[config.mk]
export PLATFORM = sky130hd
export DESIGN_NAME = escape_key_decoder_button_mapper_unit
export DESIGN_NICKNAME = d
export VERILOG_FILES = /design/src/rtl/ekd_pkg.sv /design/src/rtl/ekd_front.sv /design/src/rtl/ekd_queue.sv /design/src/rtl/ekd_back.sv /design/src/rtl/escape_key_decoder_button_mapper_unit.sv
export SDC_FILE = /design/constraint.sdc
export NUM_CORES = 2
export LEC_CHECK = 0
export BUFFER_PORTS_ARGS = -buffer_cell sky130_fd_sc_hd__buf_4
export CAP_MARGIN = 15
export CORE_ASPECT_RATIO = 1.5
export CORE_MARGIN = 4
export CORE_UTILIZATION = 30
export DETAILED_ROUTE_END_ITERATION = 12
export PLACE_DENSITY = 0.42
export SLEW_MARGIN = 10
export SYNTH_ARGS = -nofsm -noshare
export SYNTH_HDL_FRONTEND = slang
export SYNTH_SLANG_ARGS = --single-unit
[constraint.sdc]
create_clock -name clk_i -period 4.8 [get_ports clk_i]
set_input_delay 0.24 -clock clk_i [delete_from_list [all_inputs] [get_ports clk_i]]
set_output_delay 0.24 -clock clk_i [all_outputs]
set_load 0.01 [all_outputs]
[src/rtl/ekd_pkg.sv]
// shared types and constants for the escape key decoder and button mapper
// used by ekd_front, ekd_queue, ekd_back and the top level
package ekd_pkg;

  // field widths
  localparam int unsigned BTN_W  = 12;
  localparam int unsigned CODE_W = 8;

  // decoupling queue between front and back
  localparam int unsigned Q_DEPTH = 2;
  localparam int unsigned Q_PTR_W = $clog2(Q_DEPTH);
  localparam int unsigned Q_CNT_W = $clog2(Q_DEPTH + 1);

  // escape byte and its gap keycode
  localparam logic [CODE_W-1:0] ESC_BYTE = 8'h1B;

  // cursor keycodes; up, down, left and right map straight to the d-pad
  localparam logic [CODE_W-1:0] KC_UP    = 8'd200;
  localparam logic [CODE_W-1:0] KC_DOWN  = 8'd201;
  localparam logic [CODE_W-1:0] KC_LEFT  = 8'd202;
  localparam logic [CODE_W-1:0] KC_RIGHT = 8'd203;
  localparam logic [CODE_W-1:0] KC_HOME  = 8'd204;
  localparam logic [CODE_W-1:0] KC_END   = 8'd205;

  // input commands
  typedef enum logic [1:0] {
    CMD_KEY   = 2'd0,
    CMD_GAP   = 2'd1,
    CMD_TICK  = 2'd2,
    CMD_WRITE = 2'd3
  } cmd_e;

  // result key status
  typedef enum logic [1:0] {
    ST_NONE  = 2'd0,
    ST_KEY   = 2'd1,
    ST_UNREC = 2'd2
  } status_e;

  // classified operation handed from front to back
  typedef enum logic [2:0] {
    OP_NONE  = 3'd0,
    OP_KEY   = 3'd1,
    OP_UNREC = 3'd2,
    OP_TICK  = 3'd3,
    OP_WRITE = 3'd4
  } op_e;

  // queue word: code is the keycode, or the keymap index on a write
  typedef struct packed {
    op_e               op;
    logic [CODE_W-1:0] code;
    logic [BTN_W-1:0]  mask;
  } item_t;

endpackage

[src/rtl/ekd_front.sv]
// front part: escape sequence parser that classifies each input word
// depends on ekd_pkg
module ekd_front (
  input  logic                          clk_i,
  input  logic                          rst_ni,
  input  logic                          in_valid_i,
  input  logic                          full_i,
  input  logic [1:0]                    cmd_i,
  input  logic [ekd_pkg::CODE_W-1:0]    key_byte_i,
  input  logic [ekd_pkg::BTN_W-1:0]     mask_operand_i,
  output logic                          push_o,
  output ekd_pkg::item_t                item_o
);

  typedef enum logic [3:0] {
    PH_IDLE  = 4'b0001,
    PH_ESC   = 4'b0010,
    PH_CSI   = 4'b0100,
    PH_DIGIT = 4'b1000
  } phase_e;

  localparam logic [7:0] CH_LBRACKET = 8'h5B;
  localparam logic [7:0] CH_A        = 8'h41;
  localparam logic [7:0] CH_B        = 8'h42;
  localparam logic [7:0] CH_C        = 8'h43;
  localparam logic [7:0] CH_D        = 8'h44;
  localparam logic [7:0] CH_H        = 8'h48;
  localparam logic [7:0] CH_F        = 8'h46;
  localparam logic [7:0] CH_ONE      = 8'h31;
  localparam logic [7:0] CH_SIX      = 8'h36;
  localparam logic [7:0] CH_TILDE    = 8'h7E;

  // keycode for ESC [ digit ~
  function automatic logic [ekd_pkg::CODE_W-1:0] tilde_code(input logic [2:0] digit);
    logic [ekd_pkg::CODE_W-1:0] code;
    case (digit)
      3'd1:    code = 8'd204;
      3'd2:    code = 8'd209;
      3'd3:    code = 8'd206;
      3'd4:    code = 8'd205;
      3'd5:    code = 8'd207;
      3'd6:    code = 8'd208;
      default: code = '0;
    endcase
    return code;
  endfunction

  phase_e         phase_q, phase_d;
  logic [2:0]     digit_q, digit_d;
  ekd_pkg::op_e   op;
  logic [ekd_pkg::CODE_W-1:0] code;
  logic           accept;

  assign accept = in_valid_i && !full_i;

  // parser next state and classification
  always_comb begin
    phase_d = phase_q;
    digit_d = digit_q;
    op      = ekd_pkg::OP_NONE;
    code    = '0;
    case (ekd_pkg::cmd_e'(cmd_i))
      ekd_pkg::CMD_KEY: begin
        case (phase_q)
          PH_IDLE: begin
            if (key_byte_i == ekd_pkg::ESC_BYTE) begin
              phase_d = PH_ESC;
            end else begin
              op   = ekd_pkg::OP_KEY;
              code = key_byte_i;
            end
          end
          PH_ESC: begin
            if (key_byte_i == CH_LBRACKET) begin
              phase_d = PH_CSI;
            end else begin
              op      = ekd_pkg::OP_UNREC;
              phase_d = PH_IDLE;
            end
          end
          PH_CSI: begin
            phase_d = PH_IDLE;
            op      = ekd_pkg::OP_KEY;
            case (key_byte_i)
              CH_A:    code = ekd_pkg::KC_UP;
              CH_B:    code = ekd_pkg::KC_DOWN;
              CH_C:    code = ekd_pkg::KC_RIGHT;
              CH_D:    code = ekd_pkg::KC_LEFT;
              CH_H:    code = ekd_pkg::KC_HOME;
              CH_F:    code = ekd_pkg::KC_END;
              default: begin
                if (key_byte_i >= CH_ONE && key_byte_i <= CH_SIX) begin
                  op      = ekd_pkg::OP_NONE;
                  digit_d = key_byte_i[2:0];
                  phase_d = PH_DIGIT;
                end else begin
                  op = ekd_pkg::OP_UNREC;
                end
              end
            endcase
          end
          default: begin
            phase_d = PH_IDLE;
            if (key_byte_i == CH_TILDE && tilde_code(digit_q) != '0) begin
              op   = ekd_pkg::OP_KEY;
              code = tilde_code(digit_q);
            end else begin
              op = ekd_pkg::OP_UNREC;
            end
          end
        endcase
      end
      ekd_pkg::CMD_GAP: begin
        phase_d = PH_IDLE;
        case (phase_q)
          PH_IDLE: op = ekd_pkg::OP_NONE;
          PH_ESC: begin
            op   = ekd_pkg::OP_KEY;
            code = ekd_pkg::ESC_BYTE;
          end
          default: op = ekd_pkg::OP_UNREC;
        endcase
      end
      ekd_pkg::CMD_TICK: op = ekd_pkg::OP_TICK;
      default: begin
        op   = ekd_pkg::OP_WRITE;
        code = key_byte_i;
      end
    endcase
  end

  // parser state
  always_ff @(posedge clk_i or negedge rst_ni) begin
    if (!rst_ni) begin
      phase_q <= PH_IDLE;
      digit_q <= '0;
    end else if (accept) begin
      phase_q <= phase_d;
      digit_q <= digit_d;
    end
  end

  assign push_o      = accept;
  assign item_o.op   = op;
  assign item_o.code = code;
  assign item_o.mask = mask_operand_i;

`ifndef SYNTHESIS
  // a pending digit is always one of the six editing keys
  assert property (@(posedge clk_i) disable iff (!rst_ni)
    phase_q == PH_DIGIT |-> digit_q >= 3'd1 && digit_q <= 3'd6)
    else $error("pending digit out of range in digit phase");
`endif

endmodule

[src/rtl/ekd_queue.sv]
// two-entry queue that decouples the parser from the keymap back end
// depends on ekd_pkg
module ekd_queue (
  input  logic           clk_i,
  input  logic           rst_ni,
  input  logic           push_i,
  input  ekd_pkg::item_t item_i,
  output logic           full_o,
  input  logic           pop_i,
  output logic           head_valid_o,
  output ekd_pkg::item_t head_o
);

  ekd_pkg::item_t               entries_q [ekd_pkg::Q_DEPTH];
  logic [ekd_pkg::Q_PTR_W-1:0]  wr_ptr_q, rd_ptr_q;
  logic [ekd_pkg::Q_CNT_W-1:0]  cnt_q, cnt_d;

  assign full_o       = cnt_q == ekd_pkg::Q_CNT_W'(ekd_pkg::Q_DEPTH);
  assign head_valid_o = cnt_q != '0;
  assign head_o       = entries_q[rd_ptr_q];

  // occupancy
  always_comb begin
    cnt_d = cnt_q;
    if (push_i && !pop_i) begin
      cnt_d = cnt_q + 1'b1;
    end else if (pop_i && !push_i) begin
      cnt_d = cnt_q - 1'b1;
    end
  end

  // pointers and count
  always_ff @(posedge clk_i or negedge rst_ni) begin
    if (!rst_ni) begin
      wr_ptr_q <= '0;
      rd_ptr_q <= '0;
      cnt_q    <= '0;
    end else begin
      if (push_i) begin
        wr_ptr_q <= wr_ptr_q + 1'b1;
      end
      if (pop_i) begin
        rd_ptr_q <= rd_ptr_q + 1'b1;
      end
      cnt_q <= cnt_d;
    end
  end

  // entry storage
  always_ff @(posedge clk_i) begin
    if (push_i) begin
      entries_q[wr_ptr_q] <= item_i;
    end
  end

`ifndef SYNTHESIS
  // no word is written into a full queue
  assert property (@(posedge clk_i) disable iff (!rst_ni) push_i |-> !full_o)
    else $error("push into full queue");
  // no word is taken from an empty queue
  assert property (@(posedge clk_i) disable iff (!rst_ni) pop_i |-> head_valid_o)
    else $error("pop from empty queue");
`endif

endmodule

[src/rtl/ekd_back.sv]
// back part: keymap memory lookup, frame masks and the result register
// depends on ekd_pkg
module ekd_back (
  input  logic                       clk_i,
  input  logic                       rst_ni,
  input  logic                       head_valid_i,
  input  ekd_pkg::item_t             head_i,
  output logic                       pop_o,
  output logic                       out_valid_o,
  input  logic                       out_stall_i,
  output logic [1:0]                 key_status_o,
  output logic [ekd_pkg::CODE_W-1:0] keycode_o,
  output logic [ekd_pkg::BTN_W-1:0]  key_buttons_o,
  output logic [ekd_pkg::BTN_W-1:0]  curr_buttons_o,
  output logic [ekd_pkg::BTN_W-1:0]  prev_buttons_o,
  output logic                       held_o,
  output logic                       pressed_o,
  output logic                       released_o
);

  localparam int unsigned KM_DEPTH = 1 << ekd_pkg::CODE_W;

  // default layout: wasd d-pad, jkl; face buttons, q/e shoulders, enter, bracket
  function automatic logic [ekd_pkg::BTN_W-1:0] keymap_default(
    input logic [ekd_pkg::CODE_W-1:0] addr
  );
    logic [ekd_pkg::BTN_W-1:0] btn;
    case (addr)
      8'h77:   btn = 12'h008; // w
      8'h61:   btn = 12'h002; // a
      8'h73:   btn = 12'h004; // s
      8'h64:   btn = 12'h001; // d
      8'h6A:   btn = 12'h010; // j
      8'h6B:   btn = 12'h020; // k
      8'h6C:   btn = 12'h040; // l
      8'h3B:   btn = 12'h080; // ;
      8'h71:   btn = 12'h100; // q
      8'h65:   btn = 12'h200; // e
      8'h0D:   btn = 12'h400; // carriage return
      8'h5B:   btn = 12'h800; // [
      default: btn = '0;
    endcase
    return btn;
  endfunction

  logic [ekd_pkg::BTN_W-1:0] keymap_mem [KM_DEPTH];
  logic [KM_DEPTH-1:0]       keymap_vld_q;

  // lookup stage
  logic                      a_valid_q, a_valid_d;
  ekd_pkg::item_t            a_item_q;
  logic [ekd_pkg::BTN_W-1:0] a_rdata_q;
  logic                      a_rvld_q;

  // result stage
  logic                       out_valid_q, out_valid_d;
  ekd_pkg::status_e           status_q, status_d;
  logic [ekd_pkg::CODE_W-1:0] keycode_q, keycode_d;
  logic [ekd_pkg::BTN_W-1:0]  key_buttons_q, key_buttons_d;
  logic [ekd_pkg::BTN_W-1:0]  frame_now_q, frame_now_d;
  logic [ekd_pkg::BTN_W-1:0]  frame_before_q, frame_before_d;
  logic                       held_q, held_d, pressed_q, pressed_d;
  logic                       released_q, released_d;

  logic                      load_a, load_out, is_key, query, now_hit, prev_hit;
  logic [ekd_pkg::BTN_W-1:0] lookup, mapped;

  // stage advance
  assign load_out = a_valid_q && (!out_valid_q || !out_stall_i);
  assign load_a   = head_valid_i && (!a_valid_q || load_out);
  assign pop_o    = load_a;

  always_comb begin
    a_valid_d = a_valid_q;
    if (load_a) begin
      a_valid_d = 1'b1;
    end else if (load_out) begin
      a_valid_d = 1'b0;
    end
    out_valid_d = out_valid_q;
    if (load_out) begin
      out_valid_d = 1'b1;
    end else if (!out_stall_i) begin
      out_valid_d = 1'b0;
    end
  end

  // keymap memory: write or registered read as a word enters the lookup stage
  always_ff @(posedge clk_i) begin
    if (load_a) begin
      if (head_i.op == ekd_pkg::OP_WRITE) begin
        keymap_mem[head_i.code] <= head_i.mask;
      end
      a_rdata_q <= keymap_mem[head_i.code];
      a_rvld_q  <= keymap_vld_q[head_i.code];
      a_item_q  <= head_i;
    end
  end

  // entries never written read as the default layout
  always_ff @(posedge clk_i or negedge rst_ni) begin
    if (!rst_ni) begin
      keymap_vld_q <= '0;
    end else if (load_a && head_i.op == ekd_pkg::OP_WRITE) begin
      keymap_vld_q[head_i.code] <= 1'b1;
    end
  end

  // button mapping
  assign lookup = a_rvld_q ? a_rdata_q : keymap_default(a_item_q.code);
  assign is_key = a_item_q.op == ekd_pkg::OP_KEY;

  always_comb begin
    case (a_item_q.code)
      ekd_pkg::KC_UP:    mapped = 12'h008;
      ekd_pkg::KC_DOWN:  mapped = 12'h004;
      ekd_pkg::KC_LEFT:  mapped = 12'h002;
      ekd_pkg::KC_RIGHT: mapped = 12'h001;
      default:           mapped = lookup;
    endcase
  end

  // frame masks and status
  always_comb begin
    frame_now_d    = frame_now_q;
    frame_before_d = frame_before_q;
    status_d       = ekd_pkg::ST_NONE;
    case (a_item_q.op)
      ekd_pkg::OP_KEY: begin
        status_d    = ekd_pkg::ST_KEY;
        frame_now_d = frame_now_q | mapped;
      end
      ekd_pkg::OP_UNREC: status_d = ekd_pkg::ST_UNREC;
      ekd_pkg::OP_TICK: begin
        frame_before_d = frame_now_q;
        frame_now_d    = '0;
      end
      default: status_d = ekd_pkg::ST_NONE;
    endcase
  end

  // query against the updated masks
  assign query         = a_item_q.op != ekd_pkg::OP_WRITE;
  assign now_hit       = query && |(frame_now_d & a_item_q.mask);
  assign prev_hit      = query && |(frame_before_d & a_item_q.mask);
  assign keycode_d     = is_key ? a_item_q.code : '0;
  assign key_buttons_d = is_key ? mapped : '0;
  assign held_d        = now_hit;
  assign pressed_d     = now_hit && !prev_hit;
  assign released_d    = !now_hit && prev_hit;

  // control and frame state
  always_ff @(posedge clk_i or negedge rst_ni) begin
    if (!rst_ni) begin
      a_valid_q      <= 1'b0;
      out_valid_q    <= 1'b0;
      frame_now_q    <= '0;
      frame_before_q <= '0;
    end else begin
      a_valid_q   <= a_valid_d;
      out_valid_q <= out_valid_d;
      if (load_out) begin
        frame_now_q    <= frame_now_d;
        frame_before_q <= frame_before_d;
      end
    end
  end

  // result payload
  always_ff @(posedge clk_i) begin
    if (load_out) begin
      status_q      <= status_d;
      keycode_q     <= keycode_d;
      key_buttons_q <= key_buttons_d;
      held_q        <= held_d;
      pressed_q     <= pressed_d;
      released_q    <= released_d;
    end
  end

  assign out_valid_o    = out_valid_q;
  assign key_status_o   = status_q;
  assign keycode_o      = keycode_q;
  assign key_buttons_o  = key_buttons_q;
  assign curr_buttons_o = frame_now_q;
  assign prev_buttons_o = frame_before_q;
  assign held_o         = held_q;
  assign pressed_o      = pressed_q;
  assign released_o     = released_q;

`ifndef SYNTHESIS
  // only a decoded key carries a keycode and buttons
  assert property (@(posedge clk_i) disable iff (!rst_ni)
    out_valid_q && status_q != ekd_pkg::ST_KEY |-> keycode_q == '0 && key_buttons_q == '0)
    else $error("keycode or buttons on a result without a key");
  // a frame tick moves the current mask to the previous one and clears it
  assert property (@(posedge clk_i) disable iff (!rst_ni)
    load_out && a_item_q.op == ekd_pkg::OP_TICK
      |=> frame_before_q == $past(frame_now_q) && frame_now_q == '0)
    else $error("frame tick did not shift masks");
  // a query cannot be pressed and released at once
  assert property (@(posedge clk_i) disable iff (!rst_ni)
    out_valid_q |-> !(pressed_q && released_q))
    else $error("pressed and released both set");
`endif

endmodule

[src/rtl/escape_key_decoder_button_mapper_unit.sv]
// top level of the escape key decoder and button mapper
// depends on ekd_pkg, ekd_front, ekd_queue and ekd_back
//
// Usage: the input channel (in_valid_i / in_stall_o) takes one word per
// accepted cycle: a key byte, an input gap timeout, a frame tick or a
// keymap write, selected by cmd_i. Every word yields exactly one result
// word on the output channel (out_valid_o / out_stall_i), in order.
// The parser classifies a word as it is accepted and places it in a
// two-entry queue; the back end reads the 256-entry keymap memory with a
// registered read, then updates the frame masks into the result register.
// A word passes the queue, then the lookup stage, then the result register.
// Throughput: one word per cycle while results are not stalled; a keymap
// write is seen by the very next lookup. The single keymap port sets this rate.
// Reset: the parser returns to idle, both frame masks clear and the
// keymap reads as the default layout at once (no clearing pass).
// Stall: a stalled result holds; the lookup stage and queue fill behind
// it, and in_stall_o rises when the queue is full.
module escape_key_decoder_button_mapper_unit (
  input  logic                       clk_i,
  input  logic                       rst_ni,
  input  logic                       in_valid_i,
  output logic                       in_stall_o,
  input  logic [1:0]                 cmd_i,
  input  logic [ekd_pkg::CODE_W-1:0] key_byte_i,
  input  logic [ekd_pkg::BTN_W-1:0]  mask_operand_i,
  output logic                       out_valid_o,
  input  logic                       out_stall_i,
  output logic [1:0]                 key_status_o,
  output logic [ekd_pkg::CODE_W-1:0] keycode_o,
  output logic [ekd_pkg::BTN_W-1:0]  key_buttons_o,
  output logic [ekd_pkg::BTN_W-1:0]  curr_buttons_o,
  output logic [ekd_pkg::BTN_W-1:0]  prev_buttons_o,
  output logic                       held_o,
  output logic                       pressed_o,
  output logic                       released_o
);

  logic           push, full, pop, head_valid;
  ekd_pkg::item_t push_item, head_item;

  assign in_stall_o = full;

  // parser and classifier
  ekd_front u_front (
    .clk_i          (clk_i),
    .rst_ni         (rst_ni),
    .in_valid_i     (in_valid_i),
    .full_i         (full),
    .cmd_i          (cmd_i),
    .key_byte_i     (key_byte_i),
    .mask_operand_i (mask_operand_i),
    .push_o         (push),
    .item_o         (push_item)
  );

  // decoupling queue
  ekd_queue u_queue (
    .clk_i        (clk_i),
    .rst_ni       (rst_ni),
    .push_i       (push),
    .item_i       (push_item),
    .full_o       (full),
    .pop_i        (pop),
    .head_valid_o (head_valid),
    .head_o       (head_item)
  );

  // keymap and frame back end
  ekd_back u_back (
    .clk_i          (clk_i),
    .rst_ni         (rst_ni),
    .head_valid_i   (head_valid),
    .head_i         (head_item),
    .pop_o          (pop),
    .out_valid_o    (out_valid_o),
    .out_stall_i    (out_stall_i),
    .key_status_o   (key_status_o),
    .keycode_o      (keycode_o),
    .key_buttons_o  (key_buttons_o),
    .curr_buttons_o (curr_buttons_o),
    .prev_buttons_o (prev_buttons_o),
    .held_o         (held_o),
    .pressed_o      (pressed_o),
    .released_o     (released_o)
  );

endmodule

==> results_dict.tcl <==
set metrics [dict create \
    synth_ff_type "edfxtp_1" \
    yosysWarnings 0 \
    synth_compound_area_share_pct 3.69 \
    synth_cell_types 81 \
    maxCapViolCount 0 \
    synthAdderAreaFrac_pct 0.00911 \
    ys_seq_area_share_pct 74.9 \
    numCtsBuffers 354 \
    tns_ps 0 \
    overflow 0 \
    grt_pass1_vias 86803 \
    async_flop_share_pct 8.44 \
    root_buffer "clkbuf_16" \
    synth_top_family_by_area "simple AND/OR/NAND/NOR gates" \
    dp_hpwl_um 364000 \
    clockPowerShare_pct 28.4 \
    dieArea_um2 469000 \
    grt_usage_pct 22.8 \
    clkTransAtPathRegs_ps 70 \
    netlist_area_um2 137000 \
    fin_hold_ws_ps 77.9 \
    area_growth_pct 18.8 \
    synth_mux_area_share_pct 5.00 \
    timing_max_transition_violations_final 0 \
    port_buffers 76 \
    wl_met1_um 207000 \
    drt_first_pass_iters 7 \
    rows 304 \
    worstMarginPinSlew_ps 1330 \
    antenna_found_initial 35 \
    synthTopCellsByArea "edfxtp_1 (70%), nand2_1 (6.5%), dfrtp_1 (5.3%)" \
    synth_top_area_share_pct 69.5 \
    clock_latency_ps 970 \
    hold_violations 0 \
    post-route-period-util_pct 98.2 \
    grt_pass1_wl_um 749000 \
    start_util_pct 30.1 \
    core_area_um2 456000 \
    drt-wirelength-per-cell_um 33.2 \
    crit_required_ps 5520 \
    drive_gt1_share_pct 18.9 \
    rsz0062_at_grt "false" \
    clock-sinks 3472 \
    critPathTopFamily "simple AND/OR/NAND/NOR gates" \
    max_stage_delay_ps 640 \
    clock_skew_ps 87.1 \
    fin_nets 10336 \
    max_slew_margin_pct 10.2 \
    n_fill_cell 43733 \
    crit_slowest_cell "o22ai_1" \
    top_layer "met5" \
    swShare_pct 37.6 \
    synth-seq-cells 3472 \
    cts_buffer_depth 4 \
    hp-class "in -> reg" \
    fin_ws_ps 88.1 \
    ant_nets 0 \
    synthSimpleGateAreaFrac_pct 14.3 \
    crit_arrival_ps 5430 \
    crit_type "reg -> reg" \
    end_kind "register" \
    dr_wl_met2_um 276000 \
    die_width_um 560 \
    synth_fp_nets 9608 \
    design_area_um2 163000 \
    switchingPower_uw 37900 \
    p_comb_share_pct 33.9 \
    peakVddDrop_uv 672 \
    postPlaceCellArea_um2 151000 \
    place.gp.congestion 0.896 \
    path_common_cell "buf_4" \
    syn_inst 9581 \
    path_cells "buf_4 -> and3b_1 -> o22ai_1 -> buf_4 -> nor2_1 -> buf_4 -> a22oi_1 -> o21ai_0 -> nor3_1 -> buf_4 -> nand3_1 -> or4_1" \
    vias_per_cell 5.28 \
    yosysMostFrequentCell "edfxtp_1" \
    synthTopCellsByCount "edfxtp_1 (3179), nand2_1 (2368), nand3_1 (1030), buf_2 (353), nor2_1 (352)" \
    powerDensity_nw_per_um2 619 \
    h-tree-depth 5 \
    preCtsSetupSlack_ps -561 \
    die-height_um 837 \
    setup_viol 0 \
    io_pins 77 \
    path_buf_inv 4 \
    synth.largest_area_cell "edfxtp_1" \
    avgSynthCellArea_um2 14.3 \
    p_int_uw 63000 \
    finalPower_uw 101000 \
    grt_start_max_net_pins 125 \
    power_leakage_uw 0.0570 \
    met3_length_um 29700 \
    wirelength_um 550000 \
    synth_xor_area_share_pct 0.0383 \
    worstPathMaxFanout 20 \
    initialDrtViolationCount 8878 \
    startpoint_type "register" \
    synth_edf_count 3179 \
    p_seq_share_pct 37.7 \
    drc 0 \
    min_period_ps 4710 \
    fmax_mhz 212 \
    status "finished clean" \
    cts_tree "built" \
    via_count 87630 \
]
==> area by class of cell <==
| type | count | area [um^2] | share of cell area (%) |
|---|---|---|---|
| inverters | 19 | 114 | 0.0698 |
| flip-flops and latches | 3472 | 103000 | 63.0 |
| diodes | 30 | 75.1 | 0.0460 |
| clock inverters | 172 | 1980 | 1.22 |
| repair buffers | 946 | 8870 | 5.44 |
| clock buffers | 476 | 9760 | 5.98 |
| repair inverters | 1 | 8.76 | 0.00537 |
| multi-input cells | 5515 | 32100 | 19.7 |
| well taps | 5967 | 7470 | 4.58 |
==> worst register-to-register path, cell delays in order, from the launching register on <==
cell and delay [ps]:
dfrtp_2 550, buf_4 320, and3b_1 240, o22ai_1 640
buf_4 340, nor2_1 80, buf_4 170, a22oi_1 460
o21ai_0 180, nor3_1 630, buf_4 270, nand3_1 70
or4_1 530
==> power groups by stage <==
stage | combinational, uW | clock, uW | sequential (uW)
3_5_place_dp | 34200 | 0 | 38700
5_1_grt | 35600 | 30400 | 38100
4_1_cts | 34400 | 29200 | 38100
3_3_place_gp | 34000 | 0 | 38700
6_report | 34200 | 28600 | 38100
2_1_floorplan | 15900 | 0 | 38600
==> cells in the final DEF (no fill, tap or decap), types with 40 or more instances in the layout <==
cell / Yosys / final
mux4_2: 225 / 225
nand4_1: 136 / 136
nor3_1: 42 / 40
a22oi_1: 55 / 55
nand3_1: 1030 / 1030
a311oi_1: 123 / 123
a31oi_1: 124 / 122
a32oi_1: 96 / 96
clkbuf_16: 0 / 361
clkinv_2: 0 / 44
a21oi_1: 73 / 71
o21ai_0: 50 / 45
or2_2: 256 / 256
mux2i_1: 123 / 121
and3_1: 113 / 113
edfxtp_1: 3179 / 3179
clkinv_1: 3 / 55
clkbuf_1: 122 / 86
buf_12: 0 / 129
nand2_1: 2368 / 2354
buf_4: 41 / 773
nor2_1: 352 / 342
dfrtp_1: 292 / 291
==> routing by layer <==
metal  global-route usage [%]  up-vias
met4                     13.2        8
met2                     39.6     3083
li1                         -    37266
met3                     3.44      860
met5                        0        -
met1                     26.8    46413
==> flip-flops by register name, indices dropped and copies added, names as in the netlist, 2 cells and up <==
register,cells
u_back.key_buttons_o,12
u_back.key_status_o,2
u_back.keymap_vld_q,256
u_queue.cnt_q,2
u_back.a_rdata_q,12
u_back.curr_buttons_o,12
u_back.prev_buttons_o,12
u_front.phase_q,4
u_queue.entries_q,46
u_front.digit_q,3
u_back.a_item_q,23
u_back.keycode_o,8
u_back.keymap_mem,3072
==> stage by stage <==
step / instances / util [%]
floorplan: 9581 / -
global placement: 15872 / 33.0
detailed placement: 15874 / 33.0
CTS: 16567 / 35.7
global route: 16585 / 35.7
finish: 16598 / 35.7
==> cells by family (layout without fill, tap and decap cells) <==
group / Yosys count / after routing
mux: 395 / 395
flops: 3472 / 3472
xor+xnor: 6 / 6
other cells: 0 / 30
buf+inv: 594 / 1614
fa+ha+maj: 1 / 1
simple gates: 4429 / 4429
compound gates: 684 / 684
==> worst paths after layout <==
path	cells past startpoint	to	from	slack (ps)
max in group asynchronous	4	u_back.prev_buttons_o[4]	rst_ni	3250
min reg2reg	1	u_back.keymap_vld_q[250]	u_back.keymap_vld_q[250]	460
max reg2reg	12	u_back.a_rdata_q[3]	u_queue.rd_ptr_q	90
min in group asynchronous	3	u_back.keymap_vld_q[51]	rst_ni	390
min	2	u_queue.entries_q[1][4]	mask_operand_i[4]	80
max	12	u_back.a_rdata_q[3]	u_queue.rd_ptr_q	90
==> timing repair <==
item	in CTS	in global routing
resized for setup	4	0
buffers inserted	4	0
endpoints found under the setup margin	2	0
hold endpoints to repair	122	0
hold buffers	40	0
No activity file was read; power rests on OpenSTA's default activity.
